===== config.mk =====
export PLATFORM = sky130hd
export DESIGN_NAME = gradient_bar_pixel_color_unit
export DESIGN_NICKNAME = d
export VERILOG_FILES = /design/src/design/gbpc_pkg.sv /design/src/design/gbpc_div2.sv /design/src/design/gradient_bar_pixel_color_unit.sv
export VERILOG_INCLUDE_DIRS = /design/src /design/src/design
export SDC_FILE = /design/constraint.sdc
export NUM_CORES = 2
export LEC_CHECK = 0
export BUFFER_PORTS_ARGS = -buffer_cell sky130_fd_sc_hd__buf_4
export CORE_AREA = 2 2 308 371
export CTS_CLUSTER_SIZE = 12
export DETAILED_ROUTE_END_ITERATION = 10
export DIE_AREA = 0 0 310 373
export GPL_ROUTABILITY_DRIVEN = 0
export PLACE_DENSITY_LB_ADDON = 0.05
export SLEW_MARGIN = 15
export SYNTH_ARGS = -nofsm -noshare
export SYNTH_HDL_FRONTEND = slang
export SYNTH_SLANG_ARGS = --single-unit

===== constraint.sdc =====
create_clock -name clk -period 22.7 [get_ports clk]
set_input_delay 0 -clock clk [delete_from_list [all_inputs] [get_ports clk]]
set_output_delay 0 -clock clk [all_outputs]
set_load 0.01 [all_outputs]

===== src/design/gradient_bar_pixel_color_unit_assert.svh =====
// Assertion macros for the gradient bar pixel colour unit.
// Included by the top-level RTL file, which carries concurrent checks; no other dependencies.
`ifndef GRADIENT_BAR_PIXEL_COLOR_UNIT_ASSERT_SVH
`define GRADIENT_BAR_PIXEL_COLOR_UNIT_ASSERT_SVH
`ifndef SYNTH
// Checked property with the asynchronous reset masking it.
`define GBPC_ASSERT(label, clock, rstn, prop) \
	label: assert property (@(posedge clock) disable iff (!rstn) prop) \
		else $error("gbpc assertion failed");
// Checked property that also holds through reset.
`define GBPC_ASSERT_ALWAYS(label, clock, prop) \
	label: assert property (@(posedge clock) prop) \
		else $error("gbpc assertion failed");
`else
`define GBPC_ASSERT(label, clock, rstn, prop)
`define GBPC_ASSERT_ALWAYS(label, clock, prop)
`endif
`endif


===== src/design/gbpc_pkg.sv =====
// Shared widths, register codes and types of the gradient bar pixel colour unit.
// Depends on nothing; imported by gbpc_div2 and the top level.
package gbpc_pkg;

	localparam int LEN_W   = 13;
	localparam int LVL_W   = 8;
	localparam int COL_W   = 13;
	localparam int HALF_W  = 12;
	localparam int COLOR_W = 24;
	localparam int CH_W    = 8;
	localparam int N_CH    = 3;
	localparam int PROD_W  = 21;
	localparam int NEED_W  = 22;
	localparam int DIV_W   = 21;
	localparam int Q_W     = 8;
	localparam int ADDR_W  = 4;
	localparam int DATA_W  = 32;

	localparam int LEVEL_FULL = 255;

	localparam logic [1:0] REG_BAR_LENGTH = 2'd0;
	localparam logic [1:0] REG_COLOR_MIN  = 2'd1;
	localparam logic [1:0] REG_COLOR_MED  = 2'd2;
	localparam logic [1:0] REG_COLOR_MAX  = 2'd3;

	// Partial remainder and quotient of one channel's restoring division.
	typedef struct packed {
		logic [DIV_W-1:0] rem;
		logic [Q_W-1:0]   quo;
	} gbpc_div_t;

	typedef logic [N_CH-1:0][CH_W-1:0] gbpc_rgb_t;

endpackage


===== src/design/gbpc_div2.sv =====
// Two restoring division steps for one colour channel, retiring two quotient bits.
// Depends on gbpc_pkg for the division state type.
module gbpc_div2 import gbpc_pkg::*; (
	input  gbpc_div_t        d_in,
	input  logic [DIV_W-1:0] dvs,
	output gbpc_div_t        d_out
);

	logic [DIV_W-1:0] dvs_lo;
	logic [DIV_W-1:0] rem_mid;
	logic             ge_hi;
	logic             ge_lo;

	assign dvs_lo = dvs >> 1;

	always_comb begin
		ge_hi   = d_in.rem >= dvs;
		rem_mid = ge_hi ? d_in.rem - dvs : d_in.rem;
		ge_lo   = rem_mid >= dvs_lo;
		d_out.rem = ge_lo ? rem_mid - dvs_lo : rem_mid;
		d_out.quo = {d_in.quo[Q_W-3:0], ge_hi, ge_lo};
	end

endmodule


===== src/design/gradient_bar_pixel_color_unit.sv =====
// Gradient bar pixel colour unit: takes one pixel column and meter level per transfer
// and returns whether the column is filled and its three-stop RGB888 colour.
// Depends on gbpc_pkg, gbpc_div2 and gradient_bar_pixel_color_unit_assert.svh.
`include "gradient_bar_pixel_color_unit_assert.svh"

// The unit accepts one item transfer in every clock cycle while no held result
// stalls it, so a raster scan can stream one pixel per clock. The seven
// register stages are: operand set-up (fill product, segment choice and offset),
// fill compare and per-channel offset times colour difference, four stages of
// radix-4 restoring division by the half length (two quotient bits each), and a
// final stage that applies the sign, adds the segment's start colour and blanks
// unfilled pixels. The whole pipeline advances together whenever the output
// register is empty or its result transfer completes, so a held result stalls
// every stage in place and nothing is lost or repeated. The filled length is
// never formed as a quotient: a column is inside it exactly when 255 times
// (column + 1) does not exceed bar_length times level. Registers are written
// over the APB port at byte addresses 0 (bar_length), 4 (color_min), 8
// (color_med) and 12 (color_max), and should only be changed while no items
// are in flight.
module gradient_bar_pixel_color_unit import gbpc_pkg::*; (
	input  logic               clk,
	input  logic               arst_n,
	// Configuration port.
	input  logic               psel,
	input  logic               penable,
	input  logic               pwrite,
	input  logic [ADDR_W-1:0]  paddr,
	input  logic [DATA_W-1:0]  pwdata,
	output logic [DATA_W-1:0]  prdata,
	output logic               pready,
	// Item channel.
	input  logic               item_valid,
	output logic               item_ready,
	input  logic [COL_W-1:0]   column,
	input  logic [LVL_W-1:0]   level,
	// Result channel.
	output logic               result_valid,
	input  logic               result_ready,
	output logic               filled,
	output logic [COLOR_W-1:0] pixel_color
);

	// Configuration registers.
	logic [LEN_W-1:0]   bar_length_q;
	logic [COLOR_W-1:0] color_min_q;
	logic [COLOR_W-1:0] color_med_q;
	logic [COLOR_W-1:0] color_max_q;
	logic               cfg_wr;

	assign pready = 1'b1;
	assign cfg_wr = psel & penable & pwrite & pready;

	always_ff @(posedge clk or negedge arst_n) begin
		if (!arst_n) begin
			bar_length_q <= '0;
			color_min_q  <= '0;
			color_med_q  <= '0;
			color_max_q  <= '0;
		end else if (cfg_wr) begin
			case (paddr[3:2])
				REG_BAR_LENGTH: bar_length_q <= pwdata[LEN_W-1:0];
				REG_COLOR_MIN:  color_min_q  <= pwdata[COLOR_W-1:0];
				REG_COLOR_MED:  color_med_q  <= pwdata[COLOR_W-1:0];
				REG_COLOR_MAX:  color_max_q  <= pwdata[COLOR_W-1:0];
				default: begin
				end
			endcase
		end
	end

	always_comb begin
		case (paddr[3:2])
			REG_BAR_LENGTH: prdata = DATA_W'(bar_length_q);
			REG_COLOR_MIN:  prdata = DATA_W'(color_min_q);
			REG_COLOR_MED:  prdata = DATA_W'(color_med_q);
			REG_COLOR_MAX:  prdata = DATA_W'(color_max_q);
			default:        prdata = '0;
		endcase
	end

	// Global pipeline advance: every stage moves when the output register can take
	// a new value.
	logic advance;
	logic valid_s1, valid_s2, valid_s3, valid_s4, valid_s5, valid_s6, valid_s7;

	assign advance    = !valid_s7 || result_ready;
	assign item_ready = advance;

	always_ff @(posedge clk or negedge arst_n) begin
		if (!arst_n) begin
			valid_s1 <= 1'b0;
			valid_s2 <= 1'b0;
			valid_s3 <= 1'b0;
			valid_s4 <= 1'b0;
			valid_s5 <= 1'b0;
			valid_s6 <= 1'b0;
			valid_s7 <= 1'b0;
		end else if (advance) begin
			valid_s1 <= item_valid;
			valid_s2 <= valid_s1;
			valid_s3 <= valid_s2;
			valid_s4 <= valid_s3;
			valid_s5 <= valid_s4;
			valid_s6 <= valid_s5;
			valid_s7 <= valid_s6;
		end
	end

	// Stage 1: fill product, the threshold it must reach, segment and offset.
	logic [HALF_W-1:0] half_c;
	logic [COL_W:0]    col_inc_c;
	logic              seg2_c;
	logic [COL_W-1:0]  offset_c;

	logic [PROD_W-1:0] prod_s1;
	logic [NEED_W-1:0] need_s1;
	logic [COL_W-1:0]  offset_s1;
	logic [HALF_W-1:0] half_s1;
	gbpc_rgb_t         a_s1, b_s1;

	always_comb begin
		half_c    = bar_length_q[LEN_W-1:1];
		col_inc_c = {1'b0, column} + (COL_W+1)'(1);
		seg2_c    = column >= COL_W'(half_c);
		offset_c  = seg2_c ? column - COL_W'(half_c) : column;
	end

	always_ff @(posedge clk) begin
		if (advance) begin
			prod_s1   <= PROD_W'(bar_length_q) * PROD_W'(level);
			need_s1   <= NEED_W'(col_inc_c) * NEED_W'(LEVEL_FULL);
			offset_s1 <= offset_c;
			half_s1   <= half_c;
			a_s1      <= seg2_c ? color_med_q : color_min_q;
			b_s1      <= seg2_c ? color_max_q : color_med_q;
		end
	end

	// Stage 2: fill decision and the magnitude of offset times colour difference.
	logic              filled_s2, zero_half_s2;
	logic [DIV_W-1:0]  dvs_s2;
	gbpc_rgb_t         a_s2;
	logic [N_CH-1:0]   neg_s2;
	gbpc_div_t         div_s2 [N_CH];

	always_ff @(posedge clk) begin
		if (advance) begin
			filled_s2    <= NEED_W'(prod_s1) >= need_s1;
			zero_half_s2 <= half_s1 == '0;
			dvs_s2       <= DIV_W'({half_s1, 7'b0});
			a_s2         <= a_s1;
		end
	end

	for (genvar ch = 0; ch < N_CH; ch++) begin : g_diff
		logic            neg_c;
		logic [CH_W-1:0] mag_c;

		always_comb begin
			neg_c = b_s1[ch] < a_s1[ch];
			mag_c = neg_c ? a_s1[ch] - b_s1[ch] : b_s1[ch] - a_s1[ch];
		end

		always_ff @(posedge clk) begin
			if (advance) begin
				neg_s2[ch]     <= neg_c;
				div_s2[ch].rem <= DIV_W'(offset_s1) * DIV_W'(mag_c);
				div_s2[ch].quo <= '0;
			end
		end
	end

	// Stages 3 to 6: restoring division by the half length, two bits per stage.
	logic             filled_s3, filled_s4, filled_s5, filled_s6;
	logic             zero_half_s3, zero_half_s4, zero_half_s5, zero_half_s6;
	logic [DIV_W-1:0] dvs_s3, dvs_s4, dvs_s5;
	gbpc_rgb_t        a_s3, a_s4, a_s5, a_s6;
	logic [N_CH-1:0]  neg_s3, neg_s4, neg_s5, neg_s6;
	gbpc_div_t        div_s3 [N_CH];
	gbpc_div_t        div_s4 [N_CH];
	gbpc_div_t        div_s5 [N_CH];
	gbpc_div_t        div_s6 [N_CH];

	always_ff @(posedge clk) begin
		if (advance) begin
			filled_s3    <= filled_s2;
			filled_s4    <= filled_s3;
			filled_s5    <= filled_s4;
			filled_s6    <= filled_s5;
			zero_half_s3 <= zero_half_s2;
			zero_half_s4 <= zero_half_s3;
			zero_half_s5 <= zero_half_s4;
			zero_half_s6 <= zero_half_s5;
			dvs_s3       <= dvs_s2 >> 2;
			dvs_s4       <= dvs_s3 >> 2;
			dvs_s5       <= dvs_s4 >> 2;
			a_s3         <= a_s2;
			a_s4         <= a_s3;
			a_s5         <= a_s4;
			a_s6         <= a_s5;
			neg_s3       <= neg_s2;
			neg_s4       <= neg_s3;
			neg_s5       <= neg_s4;
			neg_s6       <= neg_s5;
		end
	end

	for (genvar ch = 0; ch < N_CH; ch++) begin : g_div
		gbpc_div_t nxt3, nxt4, nxt5, nxt6;

		gbpc_div2 u_div3 (.d_in(div_s2[ch]), .dvs(dvs_s2), .d_out(nxt3));
		gbpc_div2 u_div4 (.d_in(div_s3[ch]), .dvs(dvs_s3), .d_out(nxt4));
		gbpc_div2 u_div5 (.d_in(div_s4[ch]), .dvs(dvs_s4), .d_out(nxt5));
		gbpc_div2 u_div6 (.d_in(div_s5[ch]), .dvs(dvs_s5), .d_out(nxt6));

		always_ff @(posedge clk) begin
			if (advance) begin
				div_s3[ch] <= nxt3;
				div_s4[ch] <= nxt4;
				div_s5[ch] <= nxt5;
				div_s6[ch] <= nxt6;
			end
		end
	end

	// Stage 7: signed step onto the start colour, blanked when unfilled. A zero
	// half length contributes no step, leaving the segment's start colour.
	logic      filled_s7;
	gbpc_rgb_t color_s7;
	gbpc_rgb_t color_c;

	for (genvar ch = 0; ch < N_CH; ch++) begin : g_out
		logic [Q_W-1:0] step_c;

		always_comb begin
			step_c = zero_half_s6 ? '0 : div_s6[ch].quo;
			color_c[ch] = neg_s6[ch] ? a_s6[ch] - step_c : a_s6[ch] + step_c;
		end
	end

	always_ff @(posedge clk) begin
		if (advance) begin
			filled_s7 <= filled_s6;
			color_s7  <= filled_s6 ? color_c : '0;
		end
	end

	assign result_valid = valid_s7;
	assign filled       = filled_s7;
	assign pixel_color  = COLOR_W'(color_s7);

	// Checks.
	`GBPC_ASSERT(a_unfilled_black, clk, arst_n, (result_valid && !filled) |-> (pixel_color == '0))
	`GBPC_ASSERT(a_result_held, clk, arst_n, (result_valid && !result_ready) |=> (result_valid && $stable(filled) && $stable(pixel_color)))
	`GBPC_ASSERT_ALWAYS(a_ready_tracks, clk, item_ready == (!result_valid || result_ready))
	`GBPC_ASSERT(a_bar_length_wr, clk, arst_n, (cfg_wr && paddr[3:2] == REG_BAR_LENGTH) |=> (bar_length_q == $past(pwdata[LEN_W-1:0])))

endmodule


# Yosys cells after proc, flatten, opt, wreduce, memory -nomap -nowiden

Memories as Yosys holds them, arrays and structs flattened.
Index checks and enable logic that the tools add are counted.

Bits in writable memories: 411
Input port bits: 64
Logic and storage cells: 190
Bits in registers: 426
Memories: 5
Output and inout port bits: 60

Memory list:

| memory | depth | bits a word | read ports | clocked after Yosys merged registers in | wr ports | RTL line                             | RTL |
|---|---|---|---|---|---|---|---|
| div_s3 | 3     | 29          | 3          | 0                                       | 3        | gradient_bar_pixel_color_unit.sv:179 | `gbpc_div_t div_s3 [N_CH];` |
| div_s4 | 3     | 29          | 3          | 0                                       | 3        | gradient_bar_pixel_color_unit.sv:180 | `gbpc_div_t div_s4 [N_CH];` |
| div_s5 | 3     | 29          | 3          | 0                                       | 3        | gradient_bar_pixel_color_unit.sv:181 | `gbpc_div_t div_s5 [N_CH];` |
| div_s6 | 3     | 29          | 3          | 0                                       | 3        | gradient_bar_pixel_color_unit.sv:182 | `gbpc_div_t div_s6 [N_CH];` |
| div_s2 | 3     | 21          | 3          | 0                                       | 3        | gradient_bar_pixel_color_unit.sv:144 | `gbpc_div_t div_s2 [N_CH];` |

Bitwise gates (word level): 2
Add/sub/neg operators: 38
Magnitude comparators: 29
$mul: 5
Muxes and demuxes: 39
Reduce and logical (&&, ||, !) cells: 8
Eq/ne operators: 3

Operators by type and width:

| cell                                                           | number |
|---|---|
| 21-bit two-way mux                                             | 24 |
| 32-bit one-hot mux with 4 select lines                         | 1 |
| 13-bit by 8-bit multiplier with 21-bit output                  | 4 |
| 8-bit two-way mux                                              | 9 |
| 8-bit subtractor                                               | 9 |
| 21-bit by 12-bit greater-or-equal comparator with 1-bit output | 3 |
| 21-bit by 13-bit greater-or-equal comparator with 1-bit output | 3 |
| 21-bit by 14-bit greater-or-equal comparator with 1-bit output | 3 |
| 21-bit by 15-bit greater-or-equal comparator with 1-bit output | 3 |
| 21-bit by 16-bit greater-or-equal comparator with 1-bit output | 3 |
| 21-bit by 17-bit greater-or-equal comparator with 1-bit output | 3 |
| 21-bit by 18-bit greater-or-equal comparator with 1-bit output | 3 |
| 21-bit by 19-bit greater-or-equal comparator with 1-bit output | 3 |
| 21-bit by 12-bit subtractor with 21-bit output                 | 3 |
| 21-bit by 13-bit subtractor with 21-bit output                 | 3 |
| 21-bit by 14-bit subtractor with 21-bit output                 | 3 |
| 21-bit by 15-bit subtractor with 21-bit output                 | 3 |
| 21-bit by 16-bit subtractor with 21-bit output                 | 3 |
| 21-bit by 17-bit subtractor with 21-bit output                 | 3 |
| 21-bit by 18-bit subtractor with 21-bit output                 | 3 |
| 21-bit by 19-bit subtractor with 21-bit output                 | 3 |
| 24-bit two-way mux                                             | 2 |
| 8-bit adder                                                    | 3 |
| 8-bit less-than comparator                                     | 3 |
| 15 further kinds                                               | 21 |

# Longest topological paths before layout

An unclocked memory read counts as a cell.

Word-level depth: 5
Mapped depth: 32
Depth with buffers taken out: 32

# Cells and area by module

Synthesis repeated with hierarchy kept, for this count alone.

Cells, all modules: 8004
Area, all modules: 78994.5 um^2

By module, submodules not included:

| module                          | instances | seq. area each (um^2) | cells each | area an instance (um^2) |
|---|---|---|---|---|
| gradient_bar_pixel_color_unit   | 1         | 22781.8               | 3538       | 45921.5 |
| gbpc_div2 (g_div[0].u_div5 ...) | 4         | 0.0                   | 362        | 2761.4 |
| gbpc_div2 (g_div[2].u_div4 ...) | 3         | 0.0                   | 402        | 2785.2 |
| gbpc_div2 (g_div[1].u_div5 ...) | 3         | 0.0                   | 346        | 2701.3 |
| gbpc_div2 (g_div[0].u_div4)     | 1         | 0.0                   | 400        | 2980.4 |
| gbpc_div2 (g_div[0].u_div3)     | 1         | 0.0                   | 374        | 2587.5 |

# Least setup slack after synthesis

No wires, ideal clock.

Path kind: flip-flop to flip-flop
Start point: register valid_s7, in the netlist result_valid
End point: register a_s1[0] in the netlist's numbering, enable pin
Arrival: 13156 ps
Buffers on the path: 1
Setup time: 989 ps
Cell stages (with the launch flop): 4
Path slack: 8555 ps
Required time: 21711 ps
Path through: dfrtp_1 -> nor2b_1 -> clkbuf_1 -> inv_1

Word-level cells in the longest chain between the ends: 2

Ends and longest elaborated chain:

| element                | RTL line                             | RTL |
|---|---|---|
| from (decl)            | gradient_bar_pixel_color_unit.sv:84  | `logic valid_s1, valid_s2, valid_s3, valid_s4, valid_s5, valid_s6, valid_s7;` |
| from (signal assigned) | gradient_bar_pixel_color_unit.sv:105 | `valid_s7 <= valid_s6;` |
| 1-bit zero test        | gradient_bar_pixel_color_unit.sv:86  | `assign advance = !valid_s7 \|\| result_ready;` |
| 1-bit logical OR       | gradient_bar_pixel_color_unit.sv:86  |  |
| via item_ready         | gradient_bar_pixel_color_unit.sv:33  | `output logic item_ready,` |
| to (signal assigned)   | gradient_bar_pixel_color_unit.sv:134 | `a_s1 <= seg2_c ? color_med_q : color_min_q;` |
| to (decl)              | gradient_bar_pixel_color_unit.sv:119 | `gbpc_rgb_t a_s1, b_s1;` |

The timed path passes the listed nets, and every way through them passes these cells.
A chain may end at the register's enable or synchronous reset.

==> results.md <==
* Status: finished clean
* Cell row count at 135
* Req. time, crit path at 23120 ps
* Mapped Avg Cell Area at 10.3 um2
* Worst path slowest cell: a21oi_1
* Met1 capacity usage during global routing at 31.0%
* Top FF cell, synth: edfxtp_1
* Filler cell count at 9610
* Period utilisation layout at 36.4%
* Post-synth EDFFs at 646
* CTS Root Cell: clkbuf_16
* TNS Setup at 0 ps
* Slew Limit Fails at 0
* Drt wl/cell at 18.6 um
* Vias at 42.4k
* IO Port Bufs at 104
* ANT nets after route at 0
* Die width at 310 um
* Worst hold path startpoint: pwdata[18]
* Crit-path leading delay family: compound AO/OA/AOI/OAI gates
* YS warnings at 0
* H-tree depth at 3
* Fin nets at 7082
* Max Cap Viol at 0
* Ports placed on the boundary at 124
* Met3 Resource Use GR at 2.28%
* Share of cells above drive strength 1 at 8.94%
* Worst-Margin Slew at 1150 ps
* Utilization after layout at 59.9%
* CP startpoint kind: flop
* Unique cell type count in the Yosys netlist at 87
* Total iterations of the first detailed-routing run at 5
* GRT overflow at 0
* Largest net degree at the start of global routing at 177
* HP Class: in -> reg
* GRT Total Usage at 25.1%
* Worst Path Buf+Inv at 4
* Routed wire length at 142 mm
* Reg clk slew, reported paths at 60 ps
* Async SR Flop Fraction at 12.5%
* 1st-iter DRT viols at 2418
* Reg2Reg Setup Slack at 14430 ps
* CTS Buf Count at 83
* RR Endpoint: div_s2[1][19]
* Clock Skews at 47.7 ps
* Slowest stage delay, CP at 910 ps
* Critical R2R Launch: a_s1[9]
* Final HPWL DP at 111 mm
* Vias/cell at 5.55
* Area growth syn-to-layout at 9.72%
* Placed insts at 7423
* Final-report setup violation count at 0
* Seq/Total Area, Yosys at 35.5%
* Most Frequent Cell on Critical Path: fa_1
* CTS sink cnt at 738
* N_diodes at 0
* Synthesized instance count at 5917
* Fin worst setup slack at 14430 ps
* Hold Path Sink: color_max_q[18]
* CTS tree: done
* First-pass GRT wire length at 228 mm
* Rel. slew slack at 23.3%
* DIE AREA at 116000 um2
* Fmax achieved at 0.121 GHz
* Reg2reg path depth at 27
* Layout Cells excl Fill at 7636
* RSZ-0062 raised after global routing: no
* Vias in the first global route at 42.4k
* Highest net fanout along the worst path at 13
* Clock Path Buffers at 3
* DIE HEIGHT at 373 um
* Busiest grt layer: met2
* Worst skew pair latency at 710 ps
* Initial antenna violation count at 0
* Remaining DRCs at 0
* Arrival @ worst endpoint at 8690 ps
* Crit end category: flop
* WHS Path Cells at 3
* Pre-CTS setup slack at 14490 ps
* Type of the worst setup path: reg -> reg
* Mapped cell area at 61200 um2
* Fin. Hold Viols at 0
* Tmin final at 8270 ps
* CORE AREA at 112000 um2
* Post-synthesis register bit count at 738
* Post-CTS sizing at 0
* Initial Utilization at 54.6%
* Global Route met2 Usage at 43.5%
[Yosys cell counts (17+ instances only)]
library cell / count / area share, %
a2111oi_0: 17 / 0.24
a211oi_1: 35 / 0.43
a21boi_0: 20 / 0.25
a21o_1: 148 / 1.8
a21oi_1: 341 / 2.8
a31oi_1: 30 / 0.31
and2_1: 282 / 2.9
and3_1: 34 / 0.35
clkbuf_1: 147 / 0.90
dfrtp_1: 92 / 3.8
edfxtp_1: 646 / 32
fa_1: 354 / 12
ha_1: 597 / 12
inv_1: 681 / 4.2
mux2_2: 189 / 3.5
mux2i_1: 49 / 0.80
nand2_1: 391 / 2.4
nand2b_1: 72 / 0.74
nand3_1: 76 / 0.62
nand4_1: 47 / 0.48
nor2_1: 297 / 1.8
nor2b_1: 128 / 1.3
nor3_1: 96 / 0.79
nor4_1: 32 / 0.33
o211ai_1: 21 / 0.26
o21a_1: 69 / 0.85
o21ai_0: 287 / 2.3
o21bai_1: 39 / 0.48
o31ai_1: 34 / 0.42
or2_2: 24 / 0.25
or3_1: 34 / 0.35
xnor2_1: 257 / 3.7
xor2_1: 102 / 1.5
[sequential cells by signal, summed over array words and instances (netlist names), 63 cells and up]
name,flops
div_s3,69
div_s5,81
div_s4,75
div_s2,63
[worst max-delay path by stage]
stage                            start             to  depth (start not counted)
after floorplan           result_valid        a_s1[0]                          3
after global placement         a_s1[0]  div_s2[0][20]                         30
after detailed placement       a_s1[9]  div_s2[1][19]                         27
after CTS                      a_s1[9]  div_s2[1][19]                         27
after global routing           b_s1[8]  div_s2[1][19]                         29
final                          a_s1[9]  div_s2[1][19]                         27
[layout by cell type (no fill, tap or decap), types with 35 or more instances in the layout]
cell           netlist  final
dlygate4sd3_1        0     65
o21bai_1            39     39
nand4_1             47     47
nor3_1              96     95
mux2_2             189    189
nand2_1            391    391
nand3_1             76     76
mux2i_1             49     49
nor2_1             297    295
xor2_1             102    102
clkbuf_16            0     85
a21oi_1            341    341
nor2b_1            128    128
o21a_1              69     69
fa_1               354    354
a21o_1             148    148
nand2b_1            72     72
o21ai_0            287    287
edfxtp_1           646    646
xnor2_1            257    248
ha_1               597    597
dfrtp_1             92     92
and2_1             282    282
buf_4               10    158
inv_1              681    680
a211oi_1            35     35
[cells by family (layout without fill, tap and decap cells)]
group                    Yosys count  in the layout  share of synthesized area, %
flip-flops                       738            738                          35.5
adder cells (fa/ha/maj)          951            951                          23.8
buffers and inverters            851           1056                          5.29
other                              2              9                        0.0123
multiplexers                     258            258                          4.89
XOR/XNOR                         359            359                          5.14
AND/OR/NAND/NOR                 1587           1587                          13.3
AO/OA/AOI/OAI                   1171           1171                          12.1
[worst min-delay path, cell delays in order]
cell and delay (ps):
dlygate4sd3_1 520, buf_4 110, mux2_2 130
[per-stage QoR]
step	hold slack, ps	area, um2
finish	104	67100
global route	91.6	67100
CTS	43.3	67100
detailed placement	12.9	63800
global placement	12.4	63800
floorplan	-296	61200
[what timing repair did]
| action | 4_1_cts | 5_1_grt |
|---|---|---|
| setup buffers | 0 | 0 |
| hold buffers | 66 | 0 |
| setup endpoints to repair | 0 | 0 |
| endpoints found under the hold margin | 203 | 0 |
[metal layers]
layer / wire [um] / part of all wire [%]
met5: 0 / 0
met4: 7590 / 5.3
met3: 4320 / 3.0
met2: 71000 / 50
met1: 59400 / 42
[area by class of cell]
class | count | area, um2 | area share, %
Timing Repair Buffer | 225 | 1880 | 2.80
Multi-Input combinational cell | 4335 | 36400 | 54.2
Clock buffer | 107 | 2240 | 3.34
Tap cell | 1507 | 1890 | 2.81
Sequential cell | 738 | 21700 | 32.3
Clock inverter | 40 | 467 | 0.695
Inverter | 684 | 2570 | 3.84
Power is not shown: default switching activity piles up to over one toggle a cycle in this logic, so the estimate is an artifact.
